File: config.mk
export PLATFORM = sky130hd
export DESIGN_NAME = playfair_digraph_cipher_top
export DESIGN_NICKNAME = d
export VERILOG_FILES = /design/src/rtl/core/pfc_pkg.sv /design/src/rtl/core/pfc_csr_regs.sv /design/src/rtl/core/pfc_pair_former.sv /design/src/rtl/core/pfc_square_xform.sv /design/src/rtl/core/playfair_digraph_cipher_top.sv
export SDC_FILE = /design/constraint.sdc
export NUM_CORES = 1
export LEC_CHECK = 0
export BUFFER_PORTS_ARGS = -buffer_cell sky130_fd_sc_hd__buf_4
export CORE_MARGIN = 1.5
export CORE_UTILIZATION = 45
export CTS_CLUSTER_SIZE = 20
export DETAILED_ROUTE_END_ITERATION = 7
export PLACE_DENSITY = 0.73
export SLEW_MARGIN = 40
export SYNTH_ARGS = -nofsm -noshare
export SYNTH_HDL_FRONTEND = slang
export SYNTH_SLANG_ARGS = --single-unit
File: constraint.sdc
create_clock -name clock -period 8.5 [get_ports clock]
set_input_delay 1.7 -clock clock [delete_from_list [all_inputs] [get_ports clock]]
set_output_delay 1.7 -clock clock [all_outputs]
set_load 0.02 [all_outputs]
File: src/rtl/core/pfc_pkg.sv
// ----------------------------------------------------------------------------
// pfc_pkg
// shared types, letter codes, register map and key square tables for the
// playfair digraph cipher
// ----------------------------------------------------------------------------
package pfc_pkg;

   // key square geometry
   localparam int GRID_SIDE     = 5;
   localparam int CELL_COUNT    = GRID_SIDE * GRID_SIDE;
   localparam int CODE_W        = 5;
   localparam int IDX_W         = 5;
   localparam int POS_W         = 3;
   localparam int CELLS_PER_REG = 10;

   // letter codes
   localparam logic [CODE_W-1:0] CODE_I   = 5'd8;
   localparam logic [CODE_W-1:0] CODE_J   = 5'd9;
   localparam logic [CODE_W-1:0] CODE_Q   = 5'd16;
   localparam logic [CODE_W-1:0] CODE_X   = 5'd23;
   localparam logic [CODE_W-1:0] CODE_Z   = 5'd25;
   localparam logic [CODE_W-1:0] CODE_MAX = 5'd25;

   // request commands
   localparam logic CMD_LETTER = 1'b0;
   localparam logic CMD_END    = 1'b1;

   // direction register values
   localparam logic DIR_ENCRYPT = 1'b0;
   localparam logic DIR_DECRYPT = 1'b1;

   // register map, one register every 8 bytes
   localparam int ADDR_W    = 5;
   localparam int DATA_W    = 64;
   localparam int REG_IDX_W = 2;
   localparam logic [REG_IDX_W-1:0] REG_CELLS_LOW  = 2'd0;
   localparam logic [REG_IDX_W-1:0] REG_CELLS_MID  = 2'd1;
   localparam logic [REG_IDX_W-1:0] REG_CELLS_HIGH = 2'd2;
   localparam logic [REG_IDX_W-1:0] REG_DIRECTION  = 2'd3;

   // row and column of each cell, row-major
   localparam logic [POS_W-1:0] ROW_OF [CELL_COUNT] = '{
      3'd0, 3'd0, 3'd0, 3'd0, 3'd0,
      3'd1, 3'd1, 3'd1, 3'd1, 3'd1,
      3'd2, 3'd2, 3'd2, 3'd2, 3'd2,
      3'd3, 3'd3, 3'd3, 3'd3, 3'd3,
      3'd4, 3'd4, 3'd4, 3'd4, 3'd4
   };
   localparam logic [POS_W-1:0] COL_OF [CELL_COUNT] = '{
      3'd0, 3'd1, 3'd2, 3'd3, 3'd4,
      3'd0, 3'd1, 3'd2, 3'd3, 3'd4,
      3'd0, 3'd1, 3'd2, 3'd3, 3'd4,
      3'd0, 3'd1, 3'd2, 3'd3, 3'd4,
      3'd0, 3'd1, 3'd2, 3'd3, 3'd4
   };

   typedef logic [CELL_COUNT-1:0][CODE_W-1:0] cells_type;

   typedef struct packed {
      logic              cmd;
      logic [CODE_W-1:0] letter;
   } req_type;

   typedef struct packed {
      logic              pair_valid;
      logic [CODE_W-1:0] first_out;
      logic [CODE_W-1:0] second_out;
      logic              final_pair;
   } rsp_type;

   // digraph handed from the pair former to the square lookup
   typedef struct packed {
      logic              do_xform;
      logic              final_pair;
      logic [CODE_W-1:0] first;
      logic [CODE_W-1:0] second;
   } pair_type;

endpackage

File: src/rtl/core/pfc_csr_regs.sv
// ----------------------------------------------------------------------------
// pfc_csr_regs
// key square and direction registers behind the apb-style port
// ----------------------------------------------------------------------------
module pfc_csr_regs (
   input  logic                             clock,
   input  logic                             reset,
   input  logic                             psel,
   input  logic                             penable,
   input  logic                             pwrite,
   input  logic [pfc_pkg::ADDR_W-1:0]       paddr,
   input  logic [pfc_pkg::DATA_W-1:0]       pwdata,
   output logic [pfc_pkg::DATA_W-1:0]       prdata,
   output logic                             pready,
   output pfc_pkg::cells_type               cells,
   output logic                             direction
);

   localparam int LOW_W  = pfc_pkg::CELLS_PER_REG * pfc_pkg::CODE_W;
   localparam int HIGH_CELLS = pfc_pkg::CELL_COUNT - 2 * pfc_pkg::CELLS_PER_REG;
   localparam int HIGH_W = HIGH_CELLS * pfc_pkg::CODE_W;

   logic [LOW_W-1:0]  cells_low_ff,  cells_low_in;
   logic [LOW_W-1:0]  cells_mid_ff,  cells_mid_in;
   logic [HIGH_W-1:0] cells_high_ff, cells_high_in;
   logic              direction_ff,  direction_in;
   logic              write_en;
   logic [pfc_pkg::REG_IDX_W-1:0] reg_idx;

   assign pready   = 1'b1;
   assign reg_idx  = paddr[pfc_pkg::ADDR_W-1:3];
   assign write_en = psel & penable & pwrite & pready;

   always_comb begin
      cells_low_in  = cells_low_ff;
      cells_mid_in  = cells_mid_ff;
      cells_high_in = cells_high_ff;
      direction_in  = direction_ff;
      if (write_en) begin
         unique case (reg_idx)
            pfc_pkg::REG_CELLS_LOW:  cells_low_in  = pwdata[LOW_W-1:0];
            pfc_pkg::REG_CELLS_MID:  cells_mid_in  = pwdata[LOW_W-1:0];
            pfc_pkg::REG_CELLS_HIGH: cells_high_in = pwdata[HIGH_W-1:0];
            pfc_pkg::REG_DIRECTION:  direction_in  = pwdata[0];
            default: ;
         endcase
      end
   end

   always_ff @(posedge clock) begin
      if (reset) begin
         cells_low_ff  <= '0;
         cells_mid_ff  <= '0;
         cells_high_ff <= '0;
         direction_ff  <= pfc_pkg::DIR_ENCRYPT;
      end else begin
         cells_low_ff  <= cells_low_in;
         cells_mid_ff  <= cells_mid_in;
         cells_high_ff <= cells_high_in;
         direction_ff  <= direction_in;
      end
   end

   always_comb begin
      unique case (reg_idx)
         pfc_pkg::REG_CELLS_LOW:  prdata = pfc_pkg::DATA_W'(cells_low_ff);
         pfc_pkg::REG_CELLS_MID:  prdata = pfc_pkg::DATA_W'(cells_mid_ff);
         pfc_pkg::REG_CELLS_HIGH: prdata = pfc_pkg::DATA_W'(cells_high_ff);
         pfc_pkg::REG_DIRECTION:  prdata = pfc_pkg::DATA_W'(direction_ff);
         default:                 prdata = '0;
      endcase
   end

   // unpack into one code per cell, row-major
   always_comb begin
      for (int i = 0; i < pfc_pkg::CELLS_PER_REG; i++) begin
         cells[i] = cells_low_ff[i*pfc_pkg::CODE_W +: pfc_pkg::CODE_W];
         cells[i+pfc_pkg::CELLS_PER_REG] =
            cells_mid_ff[i*pfc_pkg::CODE_W +: pfc_pkg::CODE_W];
      end
      for (int i = 0; i < HIGH_CELLS; i++) begin
         cells[i+2*pfc_pkg::CELLS_PER_REG] =
            cells_high_ff[i*pfc_pkg::CODE_W +: pfc_pkg::CODE_W];
      end
   end

   assign direction = direction_ff;

endmodule

File: src/rtl/core/pfc_pair_former.sv
// ----------------------------------------------------------------------------
// pfc_pair_former
// folds j into i, inserts fillers before doubled letters, pads at end of
// message and registers each digraph for the square lookup
// ----------------------------------------------------------------------------
module pfc_pair_former (
   input  logic               clock,
   input  logic               reset,
   input  logic               load,
   input  pfc_pkg::req_type   req_data,
   output pfc_pkg::pair_type  pair
);

   logic                       held_ff,         held_in;
   logic [pfc_pkg::CODE_W-1:0] held_letter_ff,  held_letter_in;
   logic                       prior_seen_ff,   prior_seen_in;
   logic [pfc_pkg::CODE_W-1:0] prior_letter_ff, prior_letter_in;
   pfc_pkg::pair_type          pair_ff,         pair_in;

   logic [pfc_pkg::CODE_W-1:0] letter;
   logic [pfc_pkg::CODE_W-1:0] filler;
   logic                       doubled;

   assign letter  = (req_data.letter == pfc_pkg::CODE_J) ? pfc_pkg::CODE_I : req_data.letter;
   assign doubled = prior_seen_ff && (letter == prior_letter_ff);
   assign filler  = (prior_letter_ff == pfc_pkg::CODE_X) ? pfc_pkg::CODE_Q : pfc_pkg::CODE_X;

   always_comb begin
      held_in         = held_ff;
      held_letter_in  = held_letter_ff;
      prior_seen_in   = prior_seen_ff;
      prior_letter_in = prior_letter_ff;
      pair_in         = '0;
      if (req_data.cmd == pfc_pkg::CMD_LETTER) begin
         prior_seen_in   = 1'b1;
         prior_letter_in = letter;
         if (doubled) begin
            // filler closes the open pair and the letter is held, or filler and letter form a pair
            pair_in.do_xform = 1'b1;
            if (held_ff) begin
               pair_in.first  = held_letter_ff;
               pair_in.second = filler;
               held_letter_in = letter;
            end else begin
               pair_in.first  = filler;
               pair_in.second = letter;
            end
         end else if (held_ff) begin
            pair_in.do_xform = 1'b1;
            pair_in.first    = held_letter_ff;
            pair_in.second   = letter;
            held_in          = 1'b0;
         end else begin
            held_in        = 1'b1;
            held_letter_in = letter;
         end
      end else begin
         pair_in.final_pair = 1'b1;
         if (held_ff) begin
            pair_in.do_xform = 1'b1;
            if (held_letter_ff == pfc_pkg::CODE_Z) begin
               pair_in.first  = pfc_pkg::CODE_Z;
               pair_in.second = pfc_pkg::CODE_X;
            end else begin
               pair_in.first  = held_letter_ff;
               pair_in.second = pfc_pkg::CODE_Z;
            end
         end else if (prior_seen_ff && (prior_letter_ff == pfc_pkg::CODE_Z)) begin
            pair_in.do_xform = 1'b1;
            pair_in.first    = pfc_pkg::CODE_X;
            pair_in.second   = pfc_pkg::CODE_Z;
         end
         held_in         = 1'b0;
         held_letter_in  = '0;
         prior_seen_in   = 1'b0;
         prior_letter_in = '0;
      end
   end

   always_ff @(posedge clock) begin
      if (reset) begin
         held_ff         <= 1'b0;
         held_letter_ff  <= '0;
         prior_seen_ff   <= 1'b0;
         prior_letter_ff <= '0;
      end else if (load) begin
         held_ff         <= held_in;
         held_letter_ff  <= held_letter_in;
         prior_seen_ff   <= prior_seen_in;
         prior_letter_ff <= prior_letter_in;
      end
   end

   always_ff @(posedge clock) begin
      if (load) begin
         pair_ff <= pair_in;
      end
   end

   assign pair = pair_ff;

endmodule

File: src/rtl/core/pfc_square_xform.sv
// ----------------------------------------------------------------------------
// pfc_square_xform
// finds both letters of a digraph in the key square and applies the row,
// column or rectangle rule
// ----------------------------------------------------------------------------
module pfc_square_xform (
   input  pfc_pkg::cells_type          cells,
   input  logic                        direction,
   input  pfc_pkg::pair_type           pair,
   output logic                        found,
   output logic [pfc_pkg::CODE_W-1:0]  first_out,
   output logic [pfc_pkg::CODE_W-1:0]  second_out
);

   localparam logic [pfc_pkg::POS_W-1:0] LAST_POS = pfc_pkg::POS_W'(pfc_pkg::GRID_SIDE - 1);

   logic                         hit1, hit2;
   logic [pfc_pkg::IDX_W-1:0]    idx1, idx2, nidx1, nidx2;
   logic [pfc_pkg::POS_W-1:0]    r1, c1, r2, c2, nr1, nc1, nr2, nc2;

   function automatic logic [pfc_pkg::POS_W-1:0] step(input logic [pfc_pkg::POS_W-1:0] v,
                                                      input logic back);
      if (back == pfc_pkg::DIR_DECRYPT) begin
         return (v == '0) ? LAST_POS : v - 1'b1;
      end
      return (v == LAST_POS) ? '0 : v + 1'b1;
   endfunction

   function automatic logic [pfc_pkg::IDX_W-1:0] cell_at(input logic [pfc_pkg::POS_W-1:0] r,
                                                         input logic [pfc_pkg::POS_W-1:0] c);
      return pfc_pkg::IDX_W'(r) * pfc_pkg::IDX_W'(pfc_pkg::GRID_SIDE) + pfc_pkg::IDX_W'(c);
   endfunction

   // lowest-numbered matching cell wins; codes above z never match
   always_comb begin
      hit1 = 1'b0;
      hit2 = 1'b0;
      idx1 = '0;
      idx2 = '0;
      for (int i = pfc_pkg::CELL_COUNT - 1; i >= 0; i--) begin
         if (cells[i] <= pfc_pkg::CODE_MAX && cells[i] == pair.first) begin
            hit1 = 1'b1;
            idx1 = pfc_pkg::IDX_W'(i);
         end
         if (cells[i] <= pfc_pkg::CODE_MAX && cells[i] == pair.second) begin
            hit2 = 1'b1;
            idx2 = pfc_pkg::IDX_W'(i);
         end
      end
   end

   assign r1 = pfc_pkg::ROW_OF[idx1];
   assign c1 = pfc_pkg::COL_OF[idx1];
   assign r2 = pfc_pkg::ROW_OF[idx2];
   assign c2 = pfc_pkg::COL_OF[idx2];

   always_comb begin
      if (r1 == r2) begin
         nr1 = r1;
         nr2 = r2;
         nc1 = step(c1, direction);
         nc2 = step(c2, direction);
      end else if (c1 == c2) begin
         nc1 = c1;
         nc2 = c2;
         nr1 = step(r1, direction);
         nr2 = step(r2, direction);
      end else begin
         nr1 = r1;
         nc1 = c2;
         nr2 = r2;
         nc2 = c1;
      end
   end

   assign nidx1      = cell_at(nr1, nc1);
   assign nidx2      = cell_at(nr2, nc2);
   assign found      = hit1 & hit2;
   assign first_out  = cells[nidx1];
   assign second_out = cells[nidx2];

endmodule

File: src/rtl/core/playfair_digraph_cipher_top.sv
// ----------------------------------------------------------------------------
// playfair_digraph_cipher_top
// streaming playfair digraph cipher over a software-loaded 5x5 key square
// ----------------------------------------------------------------------------
// Takes one request beat per clock while the response side does not stall: a
// letter or an end-of-message beat goes into the pair register on the cycle
// it is taken, the key square lookup runs between that register and the
// result register, and the result register offers the response beat. The
// lookup (25 compares per letter, a small row/column step and a cell select)
// is the logic that sets the clock. Letter beats give a response only when
// they complete a digraph whose letters are both in the square; every end
// beat gives exactly one response with final_pair set, carrying the padded
// pair if there is one. Load the three key square registers (cells row-major,
// five bits each, codes above 25 mean empty) and direction while idle.
// ----------------------------------------------------------------------------
module playfair_digraph_cipher_top (
   input  logic                        clock,
   input  logic                        reset,
   // request channel
   input  logic                        req_valid,
   output logic                        req_stall,
   input  pfc_pkg::req_type            req_data,
   // response channel
   output logic                        rsp_valid,
   input  logic                        rsp_stall,
   output pfc_pkg::rsp_type            rsp_data,
   // configuration port
   input  logic                        psel,
   input  logic                        penable,
   input  logic                        pwrite,
   input  logic [pfc_pkg::ADDR_W-1:0]  paddr,
   input  logic [pfc_pkg::DATA_W-1:0]  pwdata,
   output logic [pfc_pkg::DATA_W-1:0]  prdata,
   output logic                        pready
);

   pfc_pkg::cells_type          cells;
   logic                        direction;
   pfc_pkg::pair_type           pair;
   logic                        found;
   logic [pfc_pkg::CODE_W-1:0]  first_out;
   logic [pfc_pkg::CODE_W-1:0]  second_out;

   logic                        pair_valid_ff, pair_valid_in;
   logic                        rsp_valid_ff,  rsp_valid_in;
   pfc_pkg::rsp_type            rsp_data_ff,   rsp_data_in;

   logic                        req_take;
   logic                        out_free;
   logic                        has_result;

   // key square and direction
   pfc_csr_regs u_csr (
      .clock     (clock),
      .reset     (reset),
      .psel      (psel),
      .penable   (penable),
      .pwrite    (pwrite),
      .paddr     (paddr),
      .pwdata    (pwdata),
      .prdata    (prdata),
      .pready    (pready),
      .cells     (cells),
      .direction (direction)
   );

   // result register can take a new beat when empty or being drained
   assign out_free  = !rsp_valid_ff || !rsp_stall;
   // hold the request side only while the pair register is stuck
   assign req_stall = pair_valid_ff && !out_free;
   assign req_take  = req_valid && !req_stall;

   // letter stream to digraphs, holds the message state
   pfc_pair_former u_former (
      .clock    (clock),
      .reset    (reset),
      .load     (req_take),
      .req_data (req_data),
      .pair     (pair)
   );

   // key square lookup and substitution
   pfc_square_xform u_xform (
      .cells      (cells),
      .direction  (direction),
      .pair       (pair),
      .found      (found),
      .first_out  (first_out),
      .second_out (second_out)
   );

   // end beats always answer; letter pairs only when both letters are found
   assign has_result = pair.final_pair || (pair.do_xform && found);

   always_comb begin
      pair_valid_in = pair_valid_ff;
      if (req_take) begin
         pair_valid_in = 1'b1;
      end else if (out_free) begin
         pair_valid_in = 1'b0;
      end
   end

   always_comb begin
      rsp_valid_in           = rsp_valid_ff;
      rsp_data_in            = rsp_data_ff;
      if (out_free) begin
         rsp_valid_in           = pair_valid_ff && has_result;
         rsp_data_in.pair_valid = pair.do_xform && found;
         rsp_data_in.first_out  = (pair.do_xform && found) ? first_out  : '0;
         rsp_data_in.second_out = (pair.do_xform && found) ? second_out : '0;
         rsp_data_in.final_pair = pair.final_pair;
      end
   end

   always_ff @(posedge clock) begin
      if (reset) begin
         pair_valid_ff <= 1'b0;
         rsp_valid_ff  <= 1'b0;
      end else begin
         pair_valid_ff <= pair_valid_in;
         rsp_valid_ff  <= rsp_valid_in;
      end
   end

   always_ff @(posedge clock) begin
      rsp_data_ff <= rsp_data_in;
   end

   assign rsp_valid = rsp_valid_ff;
   assign rsp_data  = rsp_data_ff;

endmodule

After elaboration in Yosys (flattened, before gate mapping):

Memories as Yosys holds them, arrays and structs flattened.
Cells that the tools add are included.

* register bits: 164
* memory bits (read-only): 384
* input port bits: 82
* output and inout port bits: 79
* logic and storage cells: 376
* memories: 4

Memories
* (no name shown): words 32, bits a word 3, rd ports 1, clocked after memory_dff 0, write ports 0, RTL line pfc_square_xform.sv:52 `assign r1 = pfc_pkg::ROW_OF[idx1];`
* (no name shown): words 32, bits a word 3, rd ports 1, clocked after memory_dff 0, write ports 0, RTL line pfc_square_xform.sv:53 `assign c1 = pfc_pkg::COL_OF[idx1];`
* (no name shown): words 32, bits a word 3, rd ports 1, clocked after memory_dff 0, write ports 0, RTL line pfc_square_xform.sv:54 `assign r2 = pfc_pkg::ROW_OF[idx2];`
* (no name shown): words 32, bits a word 3, rd ports 1, clocked after memory_dff 0, write ports 0, RTL line pfc_square_xform.sv:55 `assign c2 = pfc_pkg::COL_OF[idx2];`

* $add $sub $neg: 10
* $mul: 2
* order comparisons: 29
* eq/ne operators: 67
* mux-type cells: 167
* bitwise gates (word level): 5
* reduce and logical (&&, ||, !) cells: 74

Operator list (number)
* two-way mux 5 bit: 58
* case mux 64 bit (4 select lines): 1
* == test 5 bit: 51
* less-or-equal comparator 5 bit, second input constant: 25
* two-way mux 3 bit: 33
* two-way mux 10 bit: 7
* two-way mux 1 bit: 66
* logical AND 1 bit: 56
* binary-select mux 5 bit (select 5 bit): 2
* == test 5 bit, second input constant: 3
* adder 3 x 1 -> 3 bit, second input constant: 4
* == test 3 bit, second input constant: 4
* >= comparator 6 bit, second input constant: 2
* zero test 3 bit: 4
* < comparator 5 x 6 -> 1 bit, second input constant: 2
* NOT 5 -> 6 bit: 2
* subtractor 3 x 1 -> 3 bit, second input constant: 4
* adder 5 x 3 -> 5 bit: 2
* multiplier 3 x 3 -> 5 bit, second input constant: 2
* AND reduction 2 bit: 5
* == test 3 bit: 2
* == test 5 x 4 -> 1 bit, second input constant: 1
* == test 2 bit, second input constant: 2
* zero test 1 bit: 4
* other kinds (9): 12

Longest topological paths before layout:

Gate-level depths: netlist of the first run.

* depth after elaboration: 41
* mapped depth: 34
* depth with buffers taken out: 30

Hierarchy:

Synthesis of the first run repeated with hierarchy kept, for this count alone.

* cell total of the unflattened synthesis: 1738
* area total of the unflattened synthesis: 16075.4 um2

Modules (own cells, without submodules)
* pfc_square_xform: times used 1, cells an instance 954, area each 8234.1 um2, sequential area each 0.0 um2
* pfc_csr_regs: times used 1, cells an instance 624, area each 6114.6 um2, sequential area each 2522.4 um2
* pfc_pair_former: times used 1, cells an instance 124, area each 1194.9 um2, sequential area each 600.6 um2
* playfair_digraph_cipher_top: times used 1, cells an instance 36, area each 531.8 um2, sequential area each 400.4 um2

Worst setup path after synthesis of the first run:

OpenSTA, ideal clock, no wires.

* path type: register -> register
* start: register u_former.pair_ff (netlist bit u_former.pair[7])
* end: register rsp_data_ff (netlist bit rsp_data[1]) (data pin)
* setup time: 269 ps
* arrival time: 6961 ps
* data required time: 8231 ps
* slack: 1271 ps
* cell stages (with the launch flop): 31
* buffers on the path: 3
* period minus slack after synthesis: 7229 ps
* cells stage by stage: edfxtp_1 -> buf_6 -> buf_6 -> buf_6 -> xnor2_1 -> o2111ai_1 -> nor3_1 -> a211oi_1 -> o31ai_1 -> a21oi_1 -> a211oi_1 -> o21a_1 -> inv_1 -> ha_1 -> mux2_1 -> a32oi_1 -> nand2_1 -> xor2_1 -> o21ai_1 -> a2111o_2 -> mux2_4 -> nor3_4 -> inv_1 -> ha_1 -> ha_1 -> inv_1 -> fa_1 -> xor2_1 -> mux4_2 -> a22oi_1 -> mux2i_1

* longest elaborated chain between the ends: 38
* elaborated cells between the ends (all ways): 119
* those cells by class: add/sub: 1; mul: 1; eq/ne: 27; mux: 60; bitwise: 2; reduce/logical: 26; memory: 2

Ends and longest elaborated chain
* start: declaration: RTL line pfc_pair_former.sv:18 `pfc_pkg::pair_type pair_ff, pair_in;`
* start signal: assignment: RTL line pfc_pair_former.sv:96 `pair_ff <= pair_in;`
* == test 5 bit: RTL line pfc_square_xform.sv:41 `if (cells[i] <= pfc_pkg::CODE_MAX && cells[i] == pair.first) begin`
* logical AND 1 bit: RTL line pfc_square_xform.sv:41
* two-way mux 5 bit (25 in a row): RTL line pfc_square_xform.sv:41
* NOT 5 -> 6 bit (not written as such): RTL line pfc_square_xform.sv:52, pfc_square_xform.sv:53
* memory (32 x 3 bit)
* two-way mux 3 bit (not written as such) (2 in a row): RTL line pfc_square_xform.sv:53
* == test 3 bit: RTL line pfc_square_xform.sv:63 `end else if (c1 == c2) begin`
* two-way mux 3 bit: RTL line pfc_square_xform.sv:63
* two-way mux 3 bit: RTL line pfc_square_xform.sv:58 `if (r1 == r2) begin`
* multiplier 3 x 3 -> 5 bit: RTL line pfc_square_xform.sv:31 `return pfc_pkg::IDX_W'(r) * pfc_pkg::IDX_W'(pfc_pkg::GRID_SIDE) + pfc_pkg::IDX_W'(c);`
* adder 5 x 3 -> 5 bit: RTL line pfc_square_xform.sv:31
* binary-select mux 5 bit (select 5 bit): RTL line pfc_square_xform.sv:80 `assign second_out = cells[nidx2];`
* two-way mux 5 bit (not written as such): RTL line pfc_square_xform.sv:80
* end signal: assignment: RTL line playfair_digraph_cipher_top.sv:127 `rsp_data_ff <= rsp_data_in;`
* end: declaration: RTL line playfair_digraph_cipher_top.sv:46 `pfc_pkg::rsp_type rsp_data_ff, rsp_data_in;`

Parallel ways exist; a longest one is shown, timed or not. The select of a mux whose other input is x is not followed.
A chain may end at the register's enable or synchronous reset.

Worst setup path in the final report of the first run:

* start: register u_former.pair_ff (netlist bit u_former.pair[1])
* end: register rsp_data_ff (netlist bit rsp_data[5]) (data pin)

* longest elaborated chain between the ends: 41
* elaborated cells between the ends (all ways): 135
* those cells by class: add/sub: 5; mul: 1; eq/ne: 29; mux: 68; bitwise: 2; reduce/logical: 28; memory: 2

Ends and longest elaborated chain
* == test 5 bit: RTL line pfc_square_xform.sv:45 `if (cells[i] <= pfc_pkg::CODE_MAX && cells[i] == pair.second) begin`
* logical AND 1 bit: RTL line pfc_square_xform.sv:45
* two-way mux 5 bit (25 in a row): RTL line pfc_square_xform.sv:45
* NOT 5 -> 6 bit (not written as such): RTL line pfc_square_xform.sv:54, pfc_square_xform.sv:55
* memory (32 x 3 bit)
* two-way mux 3 bit (not written as such) (2 in a row): RTL line pfc_square_xform.sv:54
* subtractor 3 x 1 -> 3 bit / zero test 3 bit (equally long branches): RTL line pfc_square_xform.sv:24 `return (v == '0) ? LAST_POS : v - 1'b1;`
* two-way mux 3 bit: RTL line pfc_square_xform.sv:24
* two-way mux 3 bit: RTL line pfc_square_xform.sv:23 `if (back == pfc_pkg::DIR_DECRYPT) begin`
* two-way mux 3 bit: RTL line pfc_square_xform.sv:26 `return (v == LAST_POS) ? '0 : v + 1'b1;`
* two-way mux 3 bit: RTL line pfc_square_xform.sv:63
* two-way mux 3 bit: RTL line pfc_square_xform.sv:58
* multiplier 3 x 3 -> 5 bit: RTL line pfc_square_xform.sv:31
* adder 5 x 3 -> 5 bit: RTL line pfc_square_xform.sv:31
* binary-select mux 5 bit (select 5 bit): RTL line pfc_square_xform.sv:80
* two-way mux 5 bit (not written as such): RTL line pfc_square_xform.sv:80

Parallel ways exist; a longest one is shown, timed or not. The select of a mux whose other input is x is not followed.

==> metrics.txt, run 1 <==
status complete, no violations; Post-CTS Hold Fix Bufs 0; Mapped Cells 1911; placed insts 2340; Comb power frac 68.9%; GPL Wtd Cong 1.01; n_diodes 0; P&R area growth vs syn 10.6%; CTS tree done; maxcap violations 0; worst min path class reg2reg; number of synthesized flops with an enable pin 24; Pins Over Slew Limit 0; ys async rst share 0%; Fill cells 3146; Non-Filler Instances 2371; CP peak stage delay 0.96 ns; # IOs 161; total track usage 30.8%; Power, Total 5.21 mW; first-pass GRT wire length 82.8 mm; setup slack, reg-to-reg 0.26 ns; final worst path period share 97.0%; row count 67; Crit path required time 8.70 ns; DIE HEIGHT 188 um; post-synthesis mux area share 15.7%; startpoint class of the critical path flop; Setup CP Type reg2reg; FF+latch area 3520 um2; adder-cell share of the synthesized area 3.35%; antenna violations before repair 0; Critical Path End Type flop; synthesized area per cell 8.06 um2; total congestion overflow 0; top cells by count, synth 348 x nand2_1, 173 x a21oi_1, 170 x xnor2_1, 140 x dfxtp_1, 115 x clkbuf_1; setup bufs post-CTS 0; compound-cell area share of the yosys netlist 17.8%; post-synthesis register bit count 164; Vias 14800; post-route minimum period 8.24 ns; initial core utilization 45.8%; Hold Fails Final Rpt 0; Num CTS Buffers 17; Worst-Skew Late Latency 0.46 ns; top-count cell post-synth nand2_1; Final nets 2033; Rel. slew slack 37.6%; setup TNS 0 ns; Routed wire per std cell 23.3 um; Clock Power Share 14.8%; XOR/XNOR share of the synthesized area 13.0%; deepest level of the CTS H-tree 4; root buffer cell clkbuf_16; NetSw 2.29 mW; largest net degree at the start of global routing 80; highest metal used met4; area of the multi-input gates 10600 um2; CTS clk-pin slew, worst paths 0.06 ns; clock sinks 164; met1 wire length 22.6 mm; met3 routed wirelength 5.36 mm; clk buf depth 2; Antenna Nets Post-Route 0; die outline area 35300 um2; DRT Pass-1 Iters 6; Mapped Area 15400 um2; largest family of logic cells by synthesized area simple AND/OR/NAND/NOR gates; P per Cell Area 306 nW/um2; fmax 121 MHz; Yosys top cell by area dfxtp_1; Ys Warns 0; Worst path slowest cell edfxtp_1; Worst EP arrival 8.44 ns; internal power 2.92 mW; Sw Share 43.9%; share of the synthesized area in the top cell type 18.2%; Core Area 33600 um2; routed vias/inst 6.24; largest cells by area after synthesis dfxtp_1 18%, mux4_2 10%, xnor2_1 9.7%; chip width 188 um; RSZ-0062 raised after global routing no; HPWL Detailed 41.1 mm; # resized after CTS 0; share of cells above drive strength 1 18.2%; Primary FF master, synth dfxtp_1; final setup fails 0; worst-margin pin slew 0.936 ns; Seq/Total Area, Yosys 22.9%; Post-Synth Simple-Gate Area 18.6%; routed wl met2 24.8 mm; peak supply drop 0.365 mV; Leakage 6.21 nW; crit-path max FO 16; final wirelength 55.2 mm; DR iter-0 viols 1531; Synth cell types 96; Reg power frac 16.3%; drt drc 0; PortBufs 128; vias in the first global route 13500; clock skew 0.00973 ns
-- power by group through the flow --
stage / clock [mW] / sequential [mW] / combinational (mW)
2_1_floorplan: 0 / 0.847 / 2.45
3_3_place_gp: 0 / 0.863 / 3.52
3_5_place_dp: 0 / 0.863 / 3.56
4_1_cts: 0.780 / 0.846 / 3.57
5_1_grt: 0.810 / 0.849 / 3.83
6_report: 0.773 / 0.847 / 3.59
-- cell families (layout without fill, tap and decap cells) --
kind of cell	after synthesis	in the layout
AOI/OAI and AO/OA	426	426
other	2	15
xor gates and xnor gates	229	229
adders and majority gates	40	40
muxes	152	152
buffers and inverters	268	267
and+or+nand+nor	630	630
DFF	164	164
-- registers in the layout (all words and copies together), names as in the netlist --
name and flops:
u_former.prior_seen_ff 1, u_former.held_letter_ff 5, u_csr.cells_mid_ff 50, u_former.held_ff 1
u_former.pair 12, pair_valid_ff 1, rsp_data 12, u_csr.direction 1
rsp_valid 1, u_csr.cells_high_ff 25, u_former.prior_letter_ff 5, u_csr.cells_low_ff 50
-- routing by layer --
metal,vias up,track usage (%)
met2,798,47.5
met3,118,6.70
li1,6687,-
met4,0,13.7
met5,-,0
met1,7185,41.3
-- final cells by class --
cell class / count / area share [%]
Clock buffer: 21 / 2.84
Clock inverter: 10 / 0.551
Inverter: 35 / 0.771
Multi-Input combinational cell: 1492 / 62.4
Sequential cell: 164 / 20.7
Tap cell: 448 / 3.29
Timing Repair Buffer: 201 / 9.42
-- path summary, 6_finish.rpt --
kind                                   startpoint          end  depth (start not counted)
worst min register to register  u_former.pair[10]  rsp_data[0]                          0
worst max-delay path             u_former.pair[1]  rsp_data[5]                         29
worst min-delay path            u_former.pair[10]  rsp_data[0]                          0
worst max register to register   u_former.pair[1]  rsp_data[5]                         29
-- through the flow --
step | setup slack (ns) | cell area, um2 | util [%] | hold slack (ns)
after global routing | 0.0125 | 17000 | 50.7 | 0.483
after global placement | 0.589 | 16400 | 48.9 | 0.441
final | 0.259 | 17000 | 50.7 | 0.457
after CTS | 0.422 | 17000 | 50.7 | 0.457
after detailed placement | 0.442 | 16500 | 48.9 | 0.453
after floorplan | 1.27 | 15400 | - | 0.421
-- layout by cell type, fill, tap and decap left out, types with 16 or more instances in the layout --
| master | netlist | final |
|---|---|---|
| mux2i_1 | 77 | 77 |
| nor2_1 | 109 | 108 |
| nand4_1 | 33 | 33 |
| nor4_1 | 16 | 16 |
| mux4_2 | 71 | 71 |
| nand2_1 | 348 | 347 |
| a22oi_1 | 23 | 23 |
| ha_1 | 38 | 36 |
| nor3_1 | 23 | 22 |
| edfxtp_1 | 24 | 24 |
| inv_1 | 31 | 31 |
| dfxtp_1 | 140 | 140 |
| buf_4 | 27 | 192 |
| nand3_1 | 16 | 16 |
| clkbuf_16 | 0 | 19 |
| xor2_1 | 59 | 59 |
| xnor2_1 | 170 | 170 |
| o22ai_1 | 16 | 16 |
| a311oi_1 | 26 | 26 |
| a31oi_1 | 29 | 29 |
| o21ai_0 | 67 | 67 |
| a21oi_1 | 173 | 173 |
-- worst max-delay path, delay by kind of cell, from the launching register on --
family | cells | cell delay (ns)
adders and majority gates | 4 | 1.23
AOI/OAI and AO/OA | 12 | 3.22
muxes | 2 | 0.68
xor gates and xnor gates | 3 | 0.53
buffers and inverters | 5 | 0.69
and+or+nand+nor | 3 | 0.66
DFF | 1 | 0.96
No activity file was read; power rests on OpenSTA's default activity.
==> run 2, diff against run 1 <==
Settings changed: BUFFER_PORTS_ARGS -buffer_cell sky130_fd_sc_hd__buf_4 to not set, DONT_BUFFER_PORTS set to 1, PLACE_DENSITY 0.73 to 0.69.
==> metrics.txt, run 2 (synthesis gave the netlist of run 1 again) <==
drt drc 0; peak supply drop 0.605 mV; final setup margin 0.522 ns; fmax 125 MHz; Buf/Inv on CP 7; Fill cells 3200; GPL Wtd Cong 1.04; Rel. slew slack 44.7%; # IOs 161; Clock Power Share 15.0%; worst-margin pin slew 0.824 ns; routed vias/inst 6.33; RSZ-0062 raised after global routing no; Sw Share 44.6%; first-pass GRT wire length 79.9 mm; deepest level of the CTS H-tree 4; Worst path slowest cell edfxtp_1; Pins Over Slew Limit 0; DRT Pass-1 Iters 5; Hold Fails Final Rpt 0; Worst-Skew Late Latency 0.46 ns; startpoint class of the critical path flop; CTS tree done; final wirelength 53.1 mm; maxcap violations 0; Post-CTS Hold Fix Bufs 0; most common cell after layout, fill and taps aside nand2_1; PortBufs 0; clk buf depth 2; share of cells above drive strength 1 12.6%; Core Area 33600 um2; Leakage 5.58 nW; chip width 188 um; Antenna Nets Post-Route 0; Routed wire per std cell 23.6 um; Final nets 1910; row count 67; Num CTS Buffers 17; status complete, no violations; Vias 14200; Reg power frac 17.4%; setup TNS 0 ns; P&R area growth vs syn 4.39%; clock skew 0.0190 ns; DIE HEIGHT 188 um; vias in the first global route 12900; HPWL Detailed 40.2 mm; Largest regs u_csr.cells_low_ff: 50 flops, u_csr.cells_mid_ff: 50 flops, u_csr.cells_high_ff: 25 flops; initial core utilization 45.8%; die outline area 35300 um2; Worst EP arrival 8.22 ns; Critical Path End Type flop; worst min path class reg2reg; worst hold margin 0.470 ns; antenna violations before repair 1; largest net degree at the start of global routing 141; P per Cell Area 308 nW/um2; CTS clk-pin slew, worst paths 0.06 ns; NetSw 2.21 mW; crit-path max FO 9; commonest cells after routing, fill and taps aside 347 x nand2_1, 173 x a21oi_1, 170 x xnor2_1; post-route minimum period 7.98 ns; total congestion overflow 0; post-layout util 47.8%; clock sinks 164; Comb power frac 67.7%; CP delay by family, top compound AO/OA/AOI/OAI gates; final setup fails 0; internal power 2.74 mW; placed insts 2210; Non-Filler Instances 2246; DR iter-0 viols 1655; CP peak stage delay 0.62 ns; total track usage 29.7%; root buffer cell clkbuf_16; n_diodes 0; dpl ws 0.539 ns; Crit path required time 8.74 ns; most used cell, CP buf_4; Setup CP Type reg2reg; final worst path period share 93.9%
-- run 2: cell count changes in the layout (fill, tap and decap cells not counted), moves of 2 or more --
cell | before | now
clkinvlp_4 | 4 | 1
buf_4 | 192 | 69
o21ai_1 | 5 | 7
o21ai_0 | 67 | 65
-- run 2: stage by stage --
stage | power (mW) | instance area [um2]
after global placement | 4.13 | 15400
after floorplan | 3.30 | 15400
after detailed placement | 4.17 | 15500
after CTS | 4.92 | 16000
after global routing | 5.21 | 16100
final | 4.95 | 16100
-- run 2: power by group through the flow --
stage	Clock [mW]	Combinational, mW	Sequential (mW)
6_report	0.742	3.35	0.861
5_1_grt	0.782	3.56	0.862
4_1_cts	0.750	3.31	0.862
3_5_place_dp	0	3.29	0.879
3_3_place_gp	0	3.25	0.880
2_1_floorplan	0	2.45	0.847
-- run 2: timing repair --
item                                    in CTS  in global routing
endpoints found under the hold margin        0                  0
gates resized for setup                      0                  1
endpoints found under the setup margin       0                  5
buffers inserted                             0                  6
-- run 2: path summary, 6_finish.rpt --
path                            slack [ns]           to  cells past startpoint               from
worst min-delay path                  0.47  rsp_data[0]                      0  u_former.pair[10]
worst max-delay path                  0.52  rsp_data[2]                     33   u_former.pair[1]
worst min register to register        0.47  rsp_data[0]                      0  u_former.pair[10]
worst max register to register        0.52  rsp_data[2]                     33   u_former.pair[1]
-- run 2: final cells by class --
cell class | count | area [um2] | share of cell area [%]
multi-input cells | 1492 | 10600 | 66.2
inverters | 35 | 131 | 0.817
clock buffers | 21 | 472 | 2.93
repair buffers | 78 | 672 | 4.18
clock inverters | 8 | 76.3 | 0.475
well taps | 448 | 561 | 3.49
flip-flops and latches | 164 | 3520 | 21.9
-- run 2: metal layers --
| metal | track usage, % | part of all wire, % | vias up |
|---|---|---|---|
| met4 | 11.0 | 3.4 | 0 |
| li1 | - | - | 6447 |
| met1 | 39.6 | 41 | 6918 |
| met5 | 0 | 0 | - |
| met3 | 6.42 | 9.4 | 96 |
| met2 | 47.2 | 46 | 757 |
